### config.mk
export PLATFORM = sky130hd
export DESIGN_NAME = integer_to_ascii_formatter_flat
export DESIGN_NICKNAME = d
export VERILOG_FILES = /design/src/sv/i2a_pkg.sv /design/src/sv/i2a_if.sv /design/src/sv/i2a_sequencer.sv /design/src/sv/i2a_datapath.sv /design/src/sv/integer_to_ascii_formatter.sv /design/src/flat_wrapper.sv
export SDC_FILE = /design/constraint.sdc
export NUM_CORES = 1
export LEC_CHECK = 0
export BUFFER_PORTS_ARGS = -buffer_cell sky130_fd_sc_hd__buf_2
export CORE_MARGIN = 2
export CORE_UTILIZATION = 55
export DETAILED_ROUTE_END_ITERATION = 10
export GPL_TIMING_DRIVEN = 0
export PLACE_DENSITY = 0.82
export SLEW_MARGIN = 25
export SYNTH_ARGS = -nofsm -noshare
export SYNTH_HDL_FRONTEND = slang
export SYNTH_HIERARCHICAL = 1
export SYNTH_SLANG_ARGS = --single-unit
### constraint.sdc
create_clock -name clk -period 7.5 [get_ports clk]
set_input_delay 1.5 -clock clk [delete_from_list [all_inputs] [get_ports clk]]
set_output_delay 1.5 -clock clk [all_outputs]
set_load 0.01 [all_outputs]
### src/sv/i2a_pkg.sv
`timescale 1ns / 1ps
`default_nettype none
package i2a_pkg;

  typedef enum logic [2:0] {
    FN_CHAR,
    FN_S16,
    FN_U16,
    FN_S32,
    FN_U32,
    FN_HEX16,
    FN_HEX8,
    FN_NONE
  } func_t;

  typedef enum logic [2:0] {
    OP_LOAD,
    OP_CHAR,
    OP_HEX,
    OP_MINUS,
    OP_SKIP,
    OP_TRY,
    OP_DIGIT
  } op_t;

  typedef enum logic [2:0] {
    J_NEXT,
    J_ALWAYS,
    J_SKIP,
    J_MORE,
    J_DISPATCH
  } jmp_t;

  localparam int UPC_W = 4;
  typedef logic [UPC_W-1:0] upc_t;

  // program addresses
  localparam upc_t S_IDLE   = 4'd0;
  localparam upc_t S_CHAR   = 4'd1;
  localparam upc_t S_HEX    = 4'd2;
  localparam upc_t S_IDLE_H = 4'd3;
  localparam upc_t S_NEG    = 4'd4;
  localparam upc_t S_SKIP   = 4'd5;
  localparam upc_t S_TRY3   = 4'd6;
  localparam upc_t S_TRY2   = 4'd7;
  localparam upc_t S_TRY1   = 4'd8;
  localparam upc_t S_TRY0   = 4'd9;
  localparam upc_t S_DIG    = 4'd10;
  localparam upc_t S_IDLE_D = 4'd11;

  localparam logic [3:0] K_U32   = 4'd0;
  localparam logic [3:0] K_U16   = 4'd5;
  localparam logic [3:0] K_HEX16 = 4'd6;
  localparam logic [3:0] K_HEX8  = 4'd8;
  localparam logic [3:0] LAST_K  = 4'd9;

  localparam logic [7:0] CH_ZERO  = 8'h30;
  localparam logic [7:0] CH_NINE  = 8'h39;
  localparam logic [7:0] CH_A     = 8'h41;
  localparam logic [7:0] CH_F     = 8'h46;
  localparam logic [7:0] CH_MINUS = 8'h2D;

  typedef struct packed {
    op_t        op;
    logic       emit;
    logic [1:0] sh;
    jmp_t       jmp;
    upc_t       tgt;
  } ctl_t;

  typedef struct packed {
    logic more;    // another digit follows this one
    logic skip;    // leading weight still above the magnitude
    logic neg_in;  // incoming signed operand is negative
  } sts_t;

  function automatic ctl_t ucode(upc_t a);
    ctl_t c;
    c = '{op: OP_LOAD, emit: 1'b0, sh: 2'd0, jmp: J_DISPATCH, tgt: S_IDLE};
    case (a)
      S_IDLE:   c = '{op: OP_LOAD,  emit: 1'b0, sh: 2'd0, jmp: J_DISPATCH, tgt: S_IDLE};
      S_CHAR:   c = '{op: OP_CHAR,  emit: 1'b1, sh: 2'd0, jmp: J_ALWAYS,   tgt: S_IDLE};
      S_HEX:    c = '{op: OP_HEX,   emit: 1'b1, sh: 2'd0, jmp: J_MORE,     tgt: S_HEX};
      S_IDLE_H: c = '{op: OP_LOAD,  emit: 1'b0, sh: 2'd0, jmp: J_DISPATCH, tgt: S_IDLE};
      S_NEG:    c = '{op: OP_MINUS, emit: 1'b1, sh: 2'd0, jmp: J_NEXT,     tgt: S_IDLE};
      S_SKIP:   c = '{op: OP_SKIP,  emit: 1'b0, sh: 2'd0, jmp: J_SKIP,     tgt: S_SKIP};
      S_TRY3:   c = '{op: OP_TRY,   emit: 1'b0, sh: 2'd3, jmp: J_NEXT,     tgt: S_IDLE};
      S_TRY2:   c = '{op: OP_TRY,   emit: 1'b0, sh: 2'd2, jmp: J_NEXT,     tgt: S_IDLE};
      S_TRY1:   c = '{op: OP_TRY,   emit: 1'b0, sh: 2'd1, jmp: J_NEXT,     tgt: S_IDLE};
      S_TRY0:   c = '{op: OP_TRY,   emit: 1'b0, sh: 2'd0, jmp: J_NEXT,     tgt: S_IDLE};
      S_DIG:    c = '{op: OP_DIGIT, emit: 1'b1, sh: 2'd0, jmp: J_MORE,     tgt: S_TRY3};
      S_IDLE_D: c = '{op: OP_LOAD,  emit: 1'b0, sh: 2'd0, jmp: J_DISPATCH, tgt: S_IDLE};
      default:  c = '{op: OP_LOAD,  emit: 1'b0, sh: 2'd0, jmp: J_DISPATCH, tgt: S_IDLE};
    endcase
    return c;
  endfunction

  function automatic upc_t entry(func_t f, logic neg);
    upc_t e;
    case (f)
      FN_CHAR:  e = S_CHAR;
      FN_S16:   e = neg ? S_NEG : S_SKIP;
      FN_U16:   e = S_SKIP;
      FN_S32:   e = neg ? S_NEG : S_SKIP;
      FN_U32:   e = S_SKIP;
      FN_HEX16: e = S_HEX;
      FN_HEX8:  e = S_HEX;
      default:  e = S_IDLE;
    endcase
    return e;
  endfunction

  function automatic logic [31:0] dec_weight(logic [3:0] k);
    logic [31:0] w;
    case (k)
      4'd0:    w = 32'd1000000000;
      4'd1:    w = 32'd100000000;
      4'd2:    w = 32'd10000000;
      4'd3:    w = 32'd1000000;
      4'd4:    w = 32'd100000;
      4'd5:    w = 32'd10000;
      4'd6:    w = 32'd1000;
      4'd7:    w = 32'd100;
      4'd8:    w = 32'd10;
      default: w = 32'd1;
    endcase
    return w;
  endfunction

  function automatic logic [7:0] hex_char(logic [3:0] n);
    logic [7:0] c;
    if (n < 4'd10) begin
      c = CH_ZERO + {4'b0, n};
    end else begin
      c = CH_A + {4'b0, n - 4'd10};
    end
    return c;
  endfunction

endpackage
`default_nettype wire

### src/sv/i2a_if.sv
`timescale 1ns / 1ps
`default_nettype none
interface i2a_in_if;
  logic        valid;
  logic        ready;
  logic [2:0]  func;
  logic [31:0] value;
  modport source (output valid, output func, output value, input ready);
  modport sink (input valid, input func, input value, output ready);
endinterface

interface i2a_out_if;
  logic       valid;
  logic       ready;
  logic [7:0] char_out;
  logic       last;
  modport source (output valid, output char_out, output last, input ready);
  modport sink (input valid, input char_out, input last, output ready);
endinterface
`default_nettype wire

### src/sv/i2a_sequencer.sv
`timescale 1ns / 1ps
`default_nettype none
module i2a_sequencer (
  input  logic          clk,
  input  logic          rst_n,
  input  logic          in_valid,
  input  logic          out_free,
  input  i2a_pkg::func_t func,
  input  i2a_pkg::sts_t sts,
  output i2a_pkg::ctl_t ctl,
  output logic          adv,
  output logic          in_ready
);
  import i2a_pkg::*;

  upc_t upc_r;
  upc_t upc_nxt;
  upc_t upc_inc;
  logic hold;

  assign ctl      = ucode(upc_r);
  assign in_ready = (ctl.op == OP_LOAD);
  assign hold     = (ctl.emit && !out_free) || ((ctl.op == OP_LOAD) && !in_valid);
  assign adv      = !hold;
  assign upc_inc  = upc_r + upc_t'(1);

  always_comb begin
    upc_nxt = upc_r;
    if (!hold) begin
      case (ctl.jmp)
        J_NEXT:     upc_nxt = upc_inc;
        J_ALWAYS:   upc_nxt = ctl.tgt;
        J_SKIP:     upc_nxt = sts.skip ? ctl.tgt : upc_inc;
        J_MORE:     upc_nxt = sts.more ? ctl.tgt : upc_inc;
        J_DISPATCH: upc_nxt = entry(func, sts.neg_in);
        default:    upc_nxt = S_IDLE;
      endcase
    end
  end

  always_ff @(posedge clk) begin
    if (!rst_n) begin
      upc_r <= S_IDLE;
    end else begin
      upc_r <= upc_nxt;
    end
  end

endmodule
`default_nettype wire

### src/sv/i2a_datapath.sv
`timescale 1ns / 1ps
`default_nettype none
module i2a_datapath (
  input  logic           clk,
  input  i2a_pkg::ctl_t  ctl,
  input  logic           adv,
  input  i2a_pkg::func_t func,
  input  logic [31:0]    value,
  output i2a_pkg::sts_t  sts,
  output logic [7:0]     ch,
  output logic           ch_last
);
  import i2a_pkg::*;

  logic [31:0] mag_r;
  logic [31:0] mag_nxt;
  logic [3:0]  k_r;
  logic [3:0]  k_nxt;
  logic [3:0]  dig_r;
  logic [3:0]  dig_nxt;
  logic [31:0] w;
  logic [33:0] w_sh;
  logic        ge;
  logic [15:0] low16;
  logic [15:0] neg16;
  logic [31:0] neg32;

  assign low16 = value[15:0];
  assign neg16 = 16'd0 - low16;
  assign neg32 = 32'd0 - value;
  assign w     = dec_weight(k_r);
  assign w_sh  = {2'b0, w} << ctl.sh;
  assign ge    = ({2'b0, mag_r} >= w_sh);

  assign sts.more   = (k_r != LAST_K);
  assign sts.skip   = (k_r < LAST_K) && (mag_r < w);
  assign sts.neg_in = ((func == FN_S16) && value[15]) || ((func == FN_S32) && value[31]);

  always_comb begin
    mag_nxt = mag_r;
    k_nxt   = k_r;
    dig_nxt = dig_r;
    case (ctl.op)
      OP_LOAD: begin
        dig_nxt = 4'd0;
        case (func)
          FN_S16:   begin mag_nxt = {16'b0, sts.neg_in ? neg16 : low16}; k_nxt = K_U16; end
          FN_U16:   begin mag_nxt = {16'b0, low16}; k_nxt = K_U16; end
          FN_S32:   begin mag_nxt = sts.neg_in ? neg32 : value; k_nxt = K_U32; end
          FN_U32:   begin mag_nxt = value; k_nxt = K_U32; end
          FN_HEX16: begin mag_nxt = {low16, 16'b0}; k_nxt = K_HEX16; end
          FN_HEX8:  begin mag_nxt = {value[7:0], 24'b0}; k_nxt = K_HEX8; end
          default:  begin mag_nxt = value; k_nxt = K_U32; end
        endcase
      end
      OP_HEX: begin
        mag_nxt = {mag_r[27:0], 4'b0};
        k_nxt   = k_r + 4'd1;
      end
      OP_SKIP: begin
        if (sts.skip) begin
          k_nxt = k_r + 4'd1;
        end
      end
      OP_TRY: begin
        // restoring step against weight times 8, 4, 2, 1
        if (ge) begin
          mag_nxt        = mag_r - w_sh[31:0];
          dig_nxt[ctl.sh] = 1'b1;
        end
      end
      OP_DIGIT: begin
        k_nxt   = k_r + 4'd1;
        dig_nxt = 4'd0;
      end
      default: begin
        mag_nxt = mag_r;
      end
    endcase
  end

  always_comb begin
    ch      = CH_ZERO;
    ch_last = 1'b0;
    case (ctl.op)
      OP_CHAR:  begin ch = mag_r[7:0]; ch_last = 1'b1; end
      OP_HEX:   begin ch = hex_char(mag_r[31:28]); ch_last = !sts.more; end
      OP_MINUS: begin ch = CH_MINUS; ch_last = 1'b0; end
      OP_DIGIT: begin ch = CH_ZERO + {4'b0, dig_r}; ch_last = !sts.more; end
      default:  begin ch = CH_ZERO; ch_last = 1'b0; end
    endcase
  end

  always_ff @(posedge clk) begin
    if (adv) begin
      mag_r <= mag_nxt;
      k_r   <= k_nxt;
      dig_r <= dig_nxt;
    end
  end

endmodule
`default_nettype wire

### src/sv/integer_to_ascii_formatter.sv
// first character for raw, hex and '-' is emitted by the step after the load step, then registered
// decimal first runs a skip step per leading weight above the magnitude and one more, then per digit
// the trial steps against weight times 8, 4, 2 and 1 and a digit step; the '-' step comes first
// one request in work at a time: a new request is taken only in a load step, after the last character
// reset: synchronous, returns the step counter to idle and empties the output register
`timescale 1ns / 1ps
`default_nettype none
module integer_to_ascii_formatter (
  input logic          clk,
  input logic          rst_n,
  i2a_in_if.sink       in_ch,
  i2a_out_if.source    out_ch
);
  import i2a_pkg::*;

  ctl_t       ctl;
  sts_t       sts;
  logic       adv;
  logic       in_ready;
  logic       out_free;
  logic [7:0] ch;
  logic       ch_last;
  func_t      func;

  logic       out_valid_r;
  logic       out_valid_nxt;
  logic [7:0] out_char_r;
  logic       out_last_r;

  assign func     = func_t'(in_ch.func);
  assign out_free = !out_valid_r || out_ch.ready;

  i2a_sequencer u_seq (
    .clk      (clk),
    .rst_n    (rst_n),
    .in_valid (in_ch.valid),
    .out_free (out_free),
    .func     (func),
    .sts      (sts),
    .ctl      (ctl),
    .adv      (adv),
    .in_ready (in_ready)
  );

  i2a_datapath u_dp (
    .clk     (clk),
    .ctl     (ctl),
    .adv     (adv),
    .func    (func),
    .value   (in_ch.value),
    .sts     (sts),
    .ch      (ch),
    .ch_last (ch_last)
  );

  always_comb begin
    out_valid_nxt = out_valid_r;
    if (adv && ctl.emit) begin
      out_valid_nxt = 1'b1;
    end else if (out_ch.ready) begin
      out_valid_nxt = 1'b0;
    end
  end

  always_ff @(posedge clk) begin
    if (!rst_n) begin
      out_valid_r <= 1'b0;
    end else begin
      out_valid_r <= out_valid_nxt;
    end
  end

  always_ff @(posedge clk) begin
    if (adv && ctl.emit) begin
      out_char_r <= ch;
      out_last_r <= ch_last;
    end
  end

  assign in_ch.ready     = in_ready;
  assign out_ch.valid    = out_valid_r;
  assign out_ch.char_out = out_char_r;
  assign out_ch.last     = out_last_r;

endmodule
`default_nettype wire

### src/flat_wrapper.sv
// flat-port wrapper written by rule: the top's interface ports become plain ports
module integer_to_ascii_formatter_flat import i2a_pkg::*;
  (clk, rst_n, in_ch_valid, in_ch_func, in_ch_value, in_ch_ready, out_ch_valid, out_ch_char_out, out_ch_last, out_ch_ready);
  i2a_in_if in_ch_i ();
  i2a_out_if out_ch_i ();
  input logic clk;
  input logic rst_n;
  input wire logic [$bits(in_ch_i.valid)-1:0] in_ch_valid;
  input wire logic [$bits(in_ch_i.func)-1:0] in_ch_func;
  input wire logic [$bits(in_ch_i.value)-1:0] in_ch_value;
  output wire logic [$bits(in_ch_i.ready)-1:0] in_ch_ready;
  output wire logic [$bits(out_ch_i.valid)-1:0] out_ch_valid;
  output wire logic [$bits(out_ch_i.char_out)-1:0] out_ch_char_out;
  output wire logic [$bits(out_ch_i.last)-1:0] out_ch_last;
  input wire logic [$bits(out_ch_i.ready)-1:0] out_ch_ready;
  assign in_ch_i.valid = in_ch_valid;
  assign in_ch_i.func = in_ch_func;
  assign in_ch_i.value = in_ch_value;
  assign in_ch_ready = in_ch_i.ready;
  assign out_ch_valid = out_ch_i.valid;
  assign out_ch_char_out = out_ch_i.char_out;
  assign out_ch_last = out_ch_i.last;
  assign out_ch_i.ready = out_ch_ready;
  integer_to_ascii_formatter u_core (.clk(clk), .rst_n(rst_n), .in_ch(in_ch_i), .out_ch(out_ch_i));
endmodule
==> results of run 1 <==
-- where the power goes --
| group | leakage [µW] | internal (µW) | switching (µW) | total (µW) |
|---|---|---|---|---|
| logic | 0.00284 | 1170 | 1810 | 2990 |
| clock network | 0.000159 | 278 | 202 | 479 |
| registers | 0.000818 | 795 | 268 | 1060 |
-- worst max-delay path, stage by stage, from the launching register on --
cell and delay [ns]:
sky130_fd_sc_hd__dfxtp_1 0.45, sky130_fd_sc_hd__clkbuf_1 0.53, sky130_fd_sc_hd__clkbuf_1 0.46, sky130_fd_sc_hd__clkbuf_1 0.39, sky130_fd_sc_hd__o21ai_0 0.17, sky130_fd_sc_hd__ha_1 0.28, sky130_fd_sc_hd__clkbuf_1 0.21, sky130_fd_sc_hd__nand2_1 0.15
sky130_fd_sc_hd__o21ai_0 0.09, sky130_fd_sc_hd__a311oi_1 0.34, sky130_fd_sc_hd__nand3_1 0.30, sky130_fd_sc_hd__a41o_1 0.39, sky130_fd_sc_hd__and3_1 0.20, sky130_fd_sc_hd__nor4_1 0.61, sky130_fd_sc_hd__o22ai_4 0.33, sky130_fd_sc_hd__buf_16 0.27
-- routing by layer --
layer	wire length, µm	GRT usage [%]
met3	3220	7.01
met2	12100	50.5
met4	832	9.99
met1	11400	46.3
met5	0	0
-- per-stage QoR --
step	total power, µW	setup slack [ns]	cells	cell area [µm²]	util, %
after CTS	4450	2.17	1352	9580	61.2
after detailed placement	3960	2.18	1336	9270	59.2
after global routing	4870	1.66	1352	9580	61.2
final	4530	2.03	1352	9580	61.2
after global placement	3880	0.579	1335	9220	58.9
after floorplan	3140	2.25	1071	8710	-
-- cell type report --
cell class | instances | area share (%)
Sequential cell | 89 | 23.7
Inverter | 78 | 3.05
Tap cell | 216 | 2.82
Timing Repair Buffer | 49 | 2.79
Multi-Input combinational cell | 856 | 62.3
Clock buffer | 13 | 3.05
Buffer | 48 | 1.96
Clock inverter | 3 | 0.274
-- worst max-delay path by stage --
stage	cells past startpoint	start	to	slack, ns
2_1_floorplan	14	u_core/u_seq/ctl[7]	u_core/u_dp/mag_r[0]	2.25
3_3_place_gp	14	u_core/u_seq/ctl[7]	u_core/u_dp/mag_r[15]	0.58
3_5_place_dp	15	u_core/u_seq/ctl[7]	u_core/u_dp/mag_r[17]	2.18
4_1_cts	15	u_core/u_seq/ctl[7]	u_core/u_dp/mag_r[17]	2.17
5_1_grt	15	u_core/u_seq/ctl[7]	u_core/u_dp/mag_r[14]	1.66
6_report	15	u_core/u_seq/ctl[7]	u_core/u_dp/mag_r[13]	2.03
-- flip-flops by register name, summed over array words and instances (netlist names) --
name                    count
u_core/u_dp/dig_r           4
u_core/u_seq/upc_r          4
u_core/u_dp/mag_r          32
u_core/out_ch.last          1
u_core/out_ch.valid         1
u_core/u_dp/k_r             4
u_core/out_ch.char_out      8
u_core/u_seq/ctl           12
u_core/u_dp/w              23
==> metrics.log, run 1 <==
[metrics] outcome: finished clean
[metrics] clock slew at reported path FFs: 0.06 ns
[metrics] LEAKAGE: 0.00382 µW
[metrics] largest net degree at the start of global routing: 23
[metrics] Die Height: 130 µm
[metrics] CTS hold repair buffers: 0
[metrics] overall die width: 130 µm
[metrics] register cell area after layout: 2270 µm²
[metrics] antenna violations before repair: 0
[metrics] Hold WS: 0.504 ns
[metrics] Detailed Route WL: 27.6 mm
[metrics] Final GP Congestion: 1.00
[metrics] count of fill cells added during filler insertion: 1438
[metrics] share of layout cells above drive strength 1: 9.51%
[metrics] Hold Crit Endpoint: u_core/out_ch.valid
[metrics] worst reg2reg path startpoint: u_core/u_seq/ctl[7]
[metrics] Antenna Nets Post-Route: 0
[metrics] vias per inst: 6.59
[metrics] critical path data required time: 7.61 ns
[metrics] post_cts resized: 0
[metrics] number of standard cells after synthesis: 1071
[metrics] number of global-route vias before repair: 7913
[metrics] antenna fix cells: 0
[metrics] number of setup violations in the final report: 0
[metrics] syn nets: 1190
[metrics] final hold violation count: 0
[metrics] setup TNS: 0 ns
[metrics] area of the core: 15700 µm²
[metrics] worst hold path startpoint: u_core/out_ch.valid
[metrics] number of search-and-repair iterations in the first detailed-routing pass: 7
[metrics] kind of critical path: register to register
[metrics] count of boundary I/O pins: 50
[metrics] crit-path max FO: 22
[metrics] worst clock skew: 0.00747 ns
[metrics] startpoint kind of the worst setup timing path: register
[metrics] number of sinks handled by clock tree synthesis: 89
[metrics] average wire per standard cell: 20.4 µm
[metrics] total clock buffers created by CTS: 9
[metrics] wire length of the first global-routing pass: 42.6 mm
[metrics] setup repair after global routing missed its margin: no
[metrics] sort of element at the end of the critical path: register
[metrics] Worst VDD drop: 0.345 mV
[metrics] setup repair bufs after CTS: 0
[metrics] number of nets in the finished design: 1250
[metrics] TritonCTS clock tree: done
[metrics] clock root cell: sky130_fd_sc_hd__clkbuf_16
[metrics] most common cell after layout, fill and taps aside: sky130_fd_sc_hd__nor2_1
[metrics] global route overflow: 0
[metrics] Final min period: 5.47 ns
[metrics] input/output buffers: 48
[metrics] starting density of the core: 55.7%
[metrics] Syn-to-layout area delta: 9.99%
[metrics] setup slack of the worst register-to-register path: 2.03 ns
[metrics] arrival time of data at the critical path endpoint: 5.57 ns
[metrics] area occupied by multi-input gates: 5970 µm²
[metrics] Max-Slew Margin vs Limit: 42.7%
[metrics] Syn Area/Cell: 8.14 µm²
[metrics] total number of vias: 8907
[metrics] worst reg-to-reg path cell count: 15
[metrics] FP Rows: 46
[metrics] number of DRC violations after detailed-routing iteration 0: 999
[metrics] sum of net half-perimeters after detailed placement: 22.0 mm
[metrics] Slew @ Worst Pin: 0.856 ns
[metrics] worst hold path stage count: 2
[metrics] drt drc: 0
[metrics] number of max-cap violations: 0
[metrics] GRT Overall Usage: 32.8%
[metrics] path class of the lowest-slack min-delay path: register to register
[metrics] maximum level of the CTS H-tree: 3
[metrics] highest achievable clock rate: 0.183 GHz
[metrics] clock insertion delay at the later pin of the skew report: 0.36 ns
[metrics] total standard cell area after synthesis: 8710 µm²
[metrics] Ys Warns: 6
[metrics] share of the clock period used by the worst path: 72.9%
[metrics] highest-count cells in the layout ignoring fill and taps: sky130_fd_sc_hd__nor2_1, sky130_fd_sc_hd__a21oi_1, sky130_fd_sc_hd__nand2_1
[metrics] terminus of the critical flop-to-flop path: u_core/u_dp/mag_r[13]
[metrics] final slew viol count: 0
[metrics] Clock Tree Buf Depth: 2
[metrics] area enclosed by the die boundary: 16900 µm²
[metrics] areal power density over the cells: 473 nW/µm²
Note: power is estimated with default switching activity, not from simulation.
==> run 2, diff against run 1 <==
==> constraint.sdc (replaced) <==
create_clock -name clk -period 5.55 [get_ports clk]
set_input_delay 1.11 -clock clk [delete_from_list [all_inputs] [get_ports clk]]
set_output_delay 1.11 -clock clk [all_outputs]
set_load 0.01 [all_outputs]
==> run 2 against run 1 <==
  * Combinational power grew 35%
  * Clock-buffer cell count unchanged
  * Maximum frequency increased by 7.5%
  * Total power is 36% higher
  * Die area unchanged
  * Clock skew about the same
  * Utilization up 0.096 points
  * Critical path depth unchanged
  * Largest cell class unchanged
==> metrics.log, run 2 (synthesized netlist as in run 1, its figures left out) <==
[metrics] Detailed Route WL: 27.6 mm (about the same)
[metrics] Worst Setup Slack, final: 0.463 ns (was 2.03 ns)
[metrics] highest-count cells in the layout ignoring fill and taps: sky130_fd_sc_hd__nor2_1, sky130_fd_sc_hd__a21oi_1, sky130_fd_sc_hd__nand2_1 (unchanged)
[metrics] largest reg by FF count: u_core/u_dp/mag_r (unchanged)
[metrics] overall die width: 130 µm (unchanged)
[metrics] critical path data required time: 5.61 ns (was 7.61 ns)
[metrics] average wire per standard cell: 20.4 µm (about the same)
[metrics] number of nets in the finished design: 1250 (unchanged)
[metrics] antenna violations before repair: 0 (unchanged)
[metrics] Final min period: 5.09 ns (was 5.47 ns)
[metrics] wire length of the first global-routing pass: 42.6 mm (unchanged)
[metrics] number of search-and-repair iterations in the first detailed-routing pass: 6 (was 7)
[metrics] number of setup violations in the final report: 0 (unchanged)
[metrics] vias per inst: 6.53 (was 6.59)
[metrics] post_cts resized: 0 (unchanged)
[metrics] number of sinks handled by clock tree synthesis: 89 (unchanged)
[metrics] clock root cell: sky130_fd_sc_hd__clkbuf_16 (unchanged)
[metrics] GRT Overall Usage: 32.8% (unchanged)
[metrics] CTS hold repair buffers: 0 (unchanged)
[metrics] terminus of the critical flop-to-flop path: u_core/u_dp/mag_r[13] (unchanged)
[metrics] part of the power in combinational logic: 66.0% (about the same)
[metrics] summed area of non-filler cells in the final layout: 9600 µm² (was 9580 µm²)
[metrics] clock insertion delay at the later pin of the skew report: 0.36 ns (about the same)
[metrics] Max-Slew Margin vs Limit: 41.8% (was 42.7%)
[metrics] worst reg-to-reg path cell count: 15 (unchanged)
[metrics] worst clock skew: 0.00792 ns (was 0.00747 ns)
[metrics] share of layout cells above drive strength 1: 9.77% (was 9.51%)
[metrics] setup repair after global routing missed its margin: no (unchanged)
[metrics] outcome: finished clean (unchanged)
[metrics] Syn-to-layout area delta: 10.2% (was 9.99%)
[metrics] starting density of the core: 55.7% (unchanged)
[metrics] total clock buffers created by CTS: 9 (unchanged)
[metrics] sum of net half-perimeters after detailed placement: 22.0 mm (unchanged)
[metrics] clock slew at reported path FFs: 0.06 ns (about the same)
[metrics] total number of vias: 8824 (was 8907)
[metrics] global route overflow: 0 (unchanged)
[metrics] final hold violation count: 0 (unchanged)
[metrics] most common cell after layout, fill and taps aside: sky130_fd_sc_hd__nor2_1 (unchanged)
[metrics] area enclosed by the die boundary: 16900 µm² (unchanged)
[metrics] Internal Pwr Total: 3040 µW (was 2250 µW)
[metrics] clock group share of total power: 10.6% (about the same)
[metrics] number of DRC violations after detailed-routing iteration 0: 1082 (was 999)
[metrics] arrival time of data at the critical path endpoint: 5.15 ns (was 5.57 ns)
[metrics] Power, Total: 6140 µW (was 4530 µW)
[metrics] highest achievable clock rate: 0.197 GHz (was 0.183 GHz)
[metrics] standard cell area after detailed placement: 9270 µm² (unchanged)
[metrics] number of flip-flops in the largest register: 32 (unchanged)
[metrics] maximum level of the CTS H-tree: 3 (unchanged)
[metrics] kind of critical path: register to register (unchanged)
[metrics] share of the core filled with cells: 61.3% (was 61.2%)
[metrics] Clock Tree Buf Depth: 2 (unchanged)
[metrics] sequential share of power: 23.4% (was 23.5%)
[metrics] antenna fix cells: 0 (unchanged)
[metrics] count of boundary I/O pins: 50 (unchanged)
[metrics] crit-path max FO: 22 (unchanged)
[metrics] number of global-route vias before repair: 7913 (unchanged)
[metrics] worst hold path stage count: 2 (unchanged)
[metrics] FP Rows: 46 (unchanged)
[metrics] dpl ws: 0.228 ns (was 2.18 ns)
[metrics] number of max-cap violations: 0 (unchanged)
[metrics] Final GP Congestion: 1.00 (unchanged)
[metrics] areal power density over the cells: 640 nW/µm² (was 473 nW/µm²)
[metrics] setup repair bufs after CTS: 0 (unchanged)
[metrics] area of the core: 15700 µm² (unchanged)
[metrics] setup slack of the worst register-to-register path: 0.46 ns (was 2.03 ns)
[metrics] worst hold path startpoint: u_core/out_ch.valid (unchanged)
[metrics] Slew @ Worst Pin: 0.869 ns (was 0.856 ns)
[metrics] largest net degree at the start of global routing: 23 (unchanged)
[metrics] input/output buffers: 48 (unchanged)
[metrics] Hold Crit Endpoint: u_core/out_ch.valid (unchanged)
[metrics] TritonCTS clock tree: done (unchanged)
[metrics] Switching Share: 50.5% (was 50.4%)
[metrics] share of the clock period used by the worst path: 91.7% (was 72.9%)
[metrics] Antenna Nets Post-Route: 0 (unchanged)
[metrics] Switch Pwr: 3100 µW (was 2280 µW)
[metrics] worst reg2reg path startpoint: u_core/u_seq/ctl[7] (unchanged)
[metrics] path class of the lowest-slack min-delay path: register to register (unchanged)
[metrics] Worst VDD drop: 0.456 mV (was 0.345 mV)
[metrics] startpoint kind of the worst setup timing path: register (unchanged)
[metrics] LEAKAGE: 0.00382 µW (about the same)
[metrics] Die Height: 130 µm (unchanged)
[metrics] sort of element at the end of the critical path: register (unchanged)
[metrics] setup TNS: 0 ns (unchanged)
[metrics] final slew viol count: 0 (unchanged)
[metrics] drt drc: 0 (unchanged)
[run 2: cell count changes in the layout (fill, tap and decap cells not counted)]
cell,previous run,this run
sky130_fd_sc_hd__nor4_2,3,4
sky130_fd_sc_hd__nor4_1,11,10
sky130_fd_sc_hd__o41ai_2,0,1
sky130_fd_sc_hd__clkbuf_2,0,1
sky130_fd_sc_hd__o41ai_1,2,1
sky130_fd_sc_hd__clkbuf_1,46,45
[run 2: power groups by stage]
stage	Sequential, µW	Combinational [µW]	Clock, µW
2_1_floorplan	1290	2960	0
3_3_place_gp	1440	3810	0
3_5_place_dp	1440	3910	0
4_1_cts	1420	3940	652
5_1_grt	1460	4450	679
6_report	1440	4050	649
[run 2: area by class of cell]
type / count / area [µm²]
well taps: 216 / 270
flip-flops and latches: 89 / 2270
clock inverters: 3 / 26.3
plain buffers: 48 / 189
multi-input cells: 856 / 5990
fillers: 1439 / 6060
clock buffers: 13 / 293
repair buffers: 49 / 268
inverters: 78 / 293
[run 2: worst max-delay path by stage]
stage,startpoint,end,cells after the start
5_1_grt,u_core/u_seq/ctl[7],u_core/u_dp/mag_r[14],15
3_5_place_dp,u_core/u_seq/ctl[7],u_core/u_dp/mag_r[17],15
3_3_place_gp,u_core/u_seq/ctl[7],u_core/u_dp/mag_r[15],14
6_report,u_core/u_seq/ctl[7],u_core/u_dp/mag_r[13],15
4_1_cts,u_core/u_seq/ctl[7],u_core/u_dp/mag_r[17],15
2_1_floorplan,u_core/u_seq/ctl[7],u_core/u_dp/mag_r[0],14
[run 2: metal layers]
layer / share of wire, % / vias to the layer above / global-route usage (%)
met3: 11 / 66 / 7.01
li1: - / 4143 / -
met4: 2.8 / 0 / 9.99
met2: 44 / 511 / 50.5
met5: 0 / - / 0
met1: 42 / 4104 / 46.3
[run 2: stage by stage]
step	std cells	hold WS (ns)
final	1352	0.504
after global routing	1352	0.516
after CTS	1352	0.508
after detailed placement	1336	0.498
after global placement	1335	0.480
after floorplan	1071	0.473
[run 2: worst max-delay path: stages (launching register included)]
cell	delay [ns]
sky130_fd_sc_hd__dfxtp_1	0.45
sky130_fd_sc_hd__clkbuf_2	0.34
sky130_fd_sc_hd__clkbuf_1	0.46
sky130_fd_sc_hd__clkbuf_1	0.38
sky130_fd_sc_hd__o21ai_0	0.16
sky130_fd_sc_hd__ha_1	0.29
sky130_fd_sc_hd__clkbuf_1	0.32
sky130_fd_sc_hd__nand2_1	0.15
sky130_fd_sc_hd__nor3b_1	0.48
sky130_fd_sc_hd__nand3_1	0.14
sky130_fd_sc_hd__nand3_1	0.28
sky130_fd_sc_hd__a41o_1	0.35
sky130_fd_sc_hd__and3_1	0.21
sky130_fd_sc_hd__nor4_2	0.07
sky130_fd_sc_hd__o22ai_4	0.43
sky130_fd_sc_hd__buf_16	0.24
==> run 3, diff against run 2 <==
--- a/config.mk
+++ b/config.mk
@@ -6,6 +6,7 @@
 export NUM_CORES = 1
 export LEC_CHECK = 0
 export BUFFER_PORTS_ARGS = -buffer_cell sky130_fd_sc_hd__buf_2
+export CORE_ASPECT_RATIO = 0.5
 export CORE_MARGIN = 2
 export CORE_UTILIZATION = 55
 export DETAILED_ROUTE_END_ITERATION = 10
==> run 3 against run 2 <==
  * Clock-buffer cell count shrank 4
  * Largest cell class unchanged
  * Critical endpoint unchanged
  * Sequential share of layout area grew 0.068 points
  * Die area grew 0.36%
  * Hold slack lost 0.014 ns
  * Non-clock buffer count is the same
  * Maximum frequency shrank 1.5%
  * Clock skew grew 0.0025 ns
  * Worst setup slack lost 0.079 ns
==> metrics.log, run 3 (synthesized netlist as in run 1, its figures left out) <==
[metrics] outcome: finished clean (unchanged)
[metrics] Worst path top cell family by delay: buffers and inverters (unchanged)
[metrics] count of boundary I/O pins: 50 (unchanged)
[metrics] Detailed Route WL: 28.3 mm (was 27.6 mm)
[metrics] wire length of the first global-routing pass: 43.2 mm (was 42.6 mm)
[metrics] number of stages on the worst setup path: 13 (was 15)
[metrics] Max-Slew Margin vs Limit: 32.1% (was 41.8%)
[metrics] clock group share of total power: 10.5% (was 10.6%)
[metrics] share of the core filled with cells: 61.9% (was 61.3%)
[metrics] Worst VDD drop: 0.229 mV (was 0.456 mV)
[metrics] instance count after placement with tap cells included: 1324 (was 1336)
[metrics] Switching Share: 51.0% (was 50.5%)
[metrics] critical path data required time: 5.61 ns (about the same)
[metrics] terminus of the critical flop-to-flop path: u_core/u_dp/mag_r[13] (unchanged)
[metrics] sum of net half-perimeters after detailed placement: 22.6 mm (was 22.0 mm)
[metrics] Syn-to-layout area delta: 9.85% (was 10.2%)
[metrics] arrival time of data at the critical path endpoint: 5.23 ns (was 5.15 ns)
[metrics] Hold Crit Endpoint: u_core/out_ch.valid (unchanged)
[metrics] Final GP Congestion: 0.984 (was 1.00)
[metrics] clock insertion delay at the later pin of the skew report: 0.36 ns (about the same)
[metrics] number of flip-flops in the largest register: 32 (unchanged)
[metrics] Bufs and invs on worst path: 5 (unchanged)
[metrics] input/output buffers: 48 (unchanged)
[metrics] setup slack of the worst register-to-register path: 0.38 ns (was 0.46 ns)
[metrics] number of max-cap violations: 0 (unchanged)
[metrics] highest-count cells in the layout ignoring fill and taps: sky130_fd_sc_hd__nor2_1, sky130_fd_sc_hd__a21oi_1, sky130_fd_sc_hd__nand2_1 (unchanged)
[metrics] overall die width: 182 µm (was 130 µm)
[metrics] vias per inst: 6.65 (was 6.53)
[metrics] FP Rows: 32 (was 46)
[metrics] worst reg-to-reg path cell count: 13 (was 15)
[metrics] standard cell area after detailed placement: 9250 µm² (was 9270 µm²)
[metrics] Power, Total: 6170 µW (was 6140 µW)
[metrics] Switch Pwr: 3150 µW (was 3100 µW)
[metrics] count of fill cells added during filler insertion: 1392 (was 1439)
[metrics] TritonCTS clock tree: done (unchanged)
[metrics] summed area of non-filler cells in the final layout: 9570 µm² (was 9600 µm²)
[metrics] number of setup violations in the final report: 0 (unchanged)
[metrics] Antenna Nets Post-Route: 0 (unchanged)
[metrics] areal power density over the cells: 645 nW/µm² (was 640 nW/µm²)
[metrics] number of search-and-repair iterations in the first detailed-routing pass: 5 (was 6)
[metrics] setup repair bufs after CTS: 0 (unchanged)
[metrics] total number of vias: 8917 (was 8824)
[metrics] crit-path max FO: 22 (unchanged)
[metrics] path class of the lowest-slack min-delay path: register to register (unchanged)
[metrics] area of the core: 15500 µm² (was 15700 µm²)
[metrics] Final min period: 5.17 ns (was 5.09 ns)
[metrics] share of layout cells above drive strength 1: 9.77% (unchanged)
[metrics] sequential share of power: 23.7% (was 23.4%)
[metrics] most frequent CP cell: sky130_fd_sc_hd__clkbuf_1 (unchanged)
[metrics] worst clock skew: 0.0105 ns (was 0.00792 ns)
[metrics] sort of element at the end of the critical path: register (unchanged)
[metrics] worst hold path stage count: 2 (unchanged)
[metrics] max incr delay on CP: 0.58 ns (was 0.48 ns)
[metrics] maximum level of the CTS H-tree: 3 (unchanged)
[metrics] part of the power in combinational logic: 65.8% (was 66.0%)
[metrics] GRT Overall Usage: 33.3% (was 32.8%)
[metrics] number of DRC violations after detailed-routing iteration 0: 1097 (was 1082)
[metrics] kind of critical path: register to register (unchanged)
[metrics] worst hold path startpoint: u_core/out_ch.valid (unchanged)
[metrics] clock slew at reported path FFs: 0.07 ns (was 0.06 ns)
[metrics] total clock buffers created by CTS: 9 (unchanged)
[metrics] Final Instance Count excl. Fillers: 1341 (was 1352)
[metrics] number of sinks handled by clock tree synthesis: 89 (unchanged)
[metrics] Slew @ Worst Pin: 1.01 ns (was 0.869 ns)
[metrics] Clock Tree Buf Depth: 2 (unchanged)
[metrics] clock root cell: sky130_fd_sc_hd__clkbuf_16 (unchanged)
[metrics] worst reg2reg path startpoint: u_core/u_seq/ctl[7] (unchanged)
[metrics] Internal Pwr Total: 3020 µW (was 3040 µW)
[metrics] final slew viol count: 0 (unchanged)
[metrics] number of global-route vias before repair: 7957 (was 7913)
[metrics] cell chain of the critical path: clkbuf_2 > clkbuf_1 > clkbuf_1 > o21ai_0 > ha_1 > clkbuf_1 > nand2_1 > nor3b_1 > nand4_1 > o41ai_1 > o2111ai_1 > o22ai_4 > buf_16 (was clkbuf_2 > clkbuf_1 > clkbuf_1 > o21ai_0 > ha_1 > clkbuf_1 > nand2_1 > nor3b_1 > nand3_1 > nand3_1 > a41o_1 > and3_1 > nor4_2 > o22ai_4 > buf_16)
[metrics] LEAKAGE: 0.00382 µW (about the same)
[metrics] number of nets in the finished design: 1250 (unchanged)
[metrics] most common cell after layout, fill and taps aside: sky130_fd_sc_hd__nor2_1 (unchanged)
[metrics] final hold violation count: 0 (unchanged)
[metrics] starting density of the core: 56.4% (was 55.7%)
[metrics] share of the clock period used by the worst path: 93.1% (was 91.7%)
[metrics] antenna violations before repair: 1 (was 0)
[metrics] average wire per standard cell: 21.1 µm (was 20.4 µm)
[metrics] Die Height: 93 µm (was 130 µm)
[metrics] largest net degree at the start of global routing: 23 (unchanged)
[metrics] startpoint kind of the worst setup timing path: register (unchanged)
[metrics] global route overflow: 0 (unchanged)
[metrics] area enclosed by the die boundary: 16900 µm² (about the same)
[metrics] largest reg by FF count: u_core/u_dp/mag_r (unchanged)
[metrics] setup repair after global routing missed its margin: no (unchanged)
[metrics] highest achievable clock rate: 0.194 GHz (was 0.197 GHz)
[metrics] slowest stage cell, crit path: sky130_fd_sc_hd__o41ai_1 (was sky130_fd_sc_hd__nor3b_1)
[metrics] drt drc: 0 (unchanged)
-- run 3: cell count changes in the layout (fill, tap and decap cells not counted), sizes merged --
cell and delta:
bufinv +1, clkbuf -4, inv +2, diode +1
clkinv +1
-- run 3: worst max-delay path by stage --
stage / from / endpoint / slack (ns)
after floorplan: u_core/u_seq/ctl[7] / u_core/u_dp/mag_r[0] / 0.30
after global placement: u_core/u_seq/ctl[7] / u_core/u_dp/mag_r[10] / -1.37
after detailed placement: u_core/u_seq/ctl[7] / u_core/u_dp/mag_r[13] / 0.21
after CTS: u_core/u_seq/ctl[7] / u_core/u_dp/mag_r[13] / 0.19
after global routing: u_core/u_seq/ctl[7] / u_core/u_dp/mag_r[17] / 0.11
final: u_core/u_seq/ctl[7] / u_core/u_dp/mag_r[13] / 0.38
-- run 3: worst register-to-register path: stages (launching register included) --
cell                        delay (ns)
sky130_fd_sc_hd__dfxtp_1          0.48
sky130_fd_sc_hd__clkbuf_2         0.34
sky130_fd_sc_hd__clkbuf_1         0.46
sky130_fd_sc_hd__clkbuf_1         0.41
sky130_fd_sc_hd__o21ai_0          0.22
sky130_fd_sc_hd__ha_1             0.31
sky130_fd_sc_hd__clkbuf_1         0.32
sky130_fd_sc_hd__nand2_1          0.15
sky130_fd_sc_hd__nor3b_1          0.42
sky130_fd_sc_hd__nand4_1          0.15
sky130_fd_sc_hd__o41ai_1          0.58
sky130_fd_sc_hd__o2111ai_1        0.28
sky130_fd_sc_hd__o22ai_4          0.51
sky130_fd_sc_hd__buf_16           0.25
-- run 3: per-layer routing --
layer	up-vias	global-route usage [%]	share of wire, %
met5	-	0	0
met4	0	8.13	1.9
met3	51	9.23	15
met2	593	51.7	42
met1	4138	46.0	42
li1	4135	-	-
-- run 3: power groups by stage --
| stage | logic [µW] | registers (µW) | clock network [µW] |
|---|---|---|---|
| CTS | 3950 | 1440 | 652 |
| floorplan | 2960 | 1290 | 0 |
| finish | 4060 | 1470 | 647 |
| detailed placement | 3930 | 1450 | 0 |
| global placement | 3780 | 1450 | 0 |
| global route | 4440 | 1480 | 679 |
-- run 3: stage by stage --
stage	setup TNS, ns	setup WS, ns	hold slack [ns]
after floorplan	0	0.303	0.473
after CTS	0	0.186	0.495
after detailed placement	0	0.208	0.488
final	0	0.384	0.491
after global placement	-43.71	-1.37	0.478
after global routing	0	0.110	0.527
-- run 3: cell type report --
cell class | count | area [µm²] | area share [%]
Clock inverter | 7 | 86.3 | 0.902
Tap cell | 204 | 255 | 2.67
Clock buffer | 9 | 225 | 2.35
Multi-Input combinational cell | 856 | 5980 | 62.5
Antenna cell | 1 | 2.50 | 0.0261
Sequential cell | 89 | 2270 | 23.7
Timing Repair Buffer | 49 | 268 | 2.80
Inverter | 78 | 293 | 3.06
Buffer | 48 | 189 | 1.97
-- run 3: repair_timing --
action	CTS	global route
hold buffers	0	0
resized for setup	0	3
setup endpoints to repair	0	36
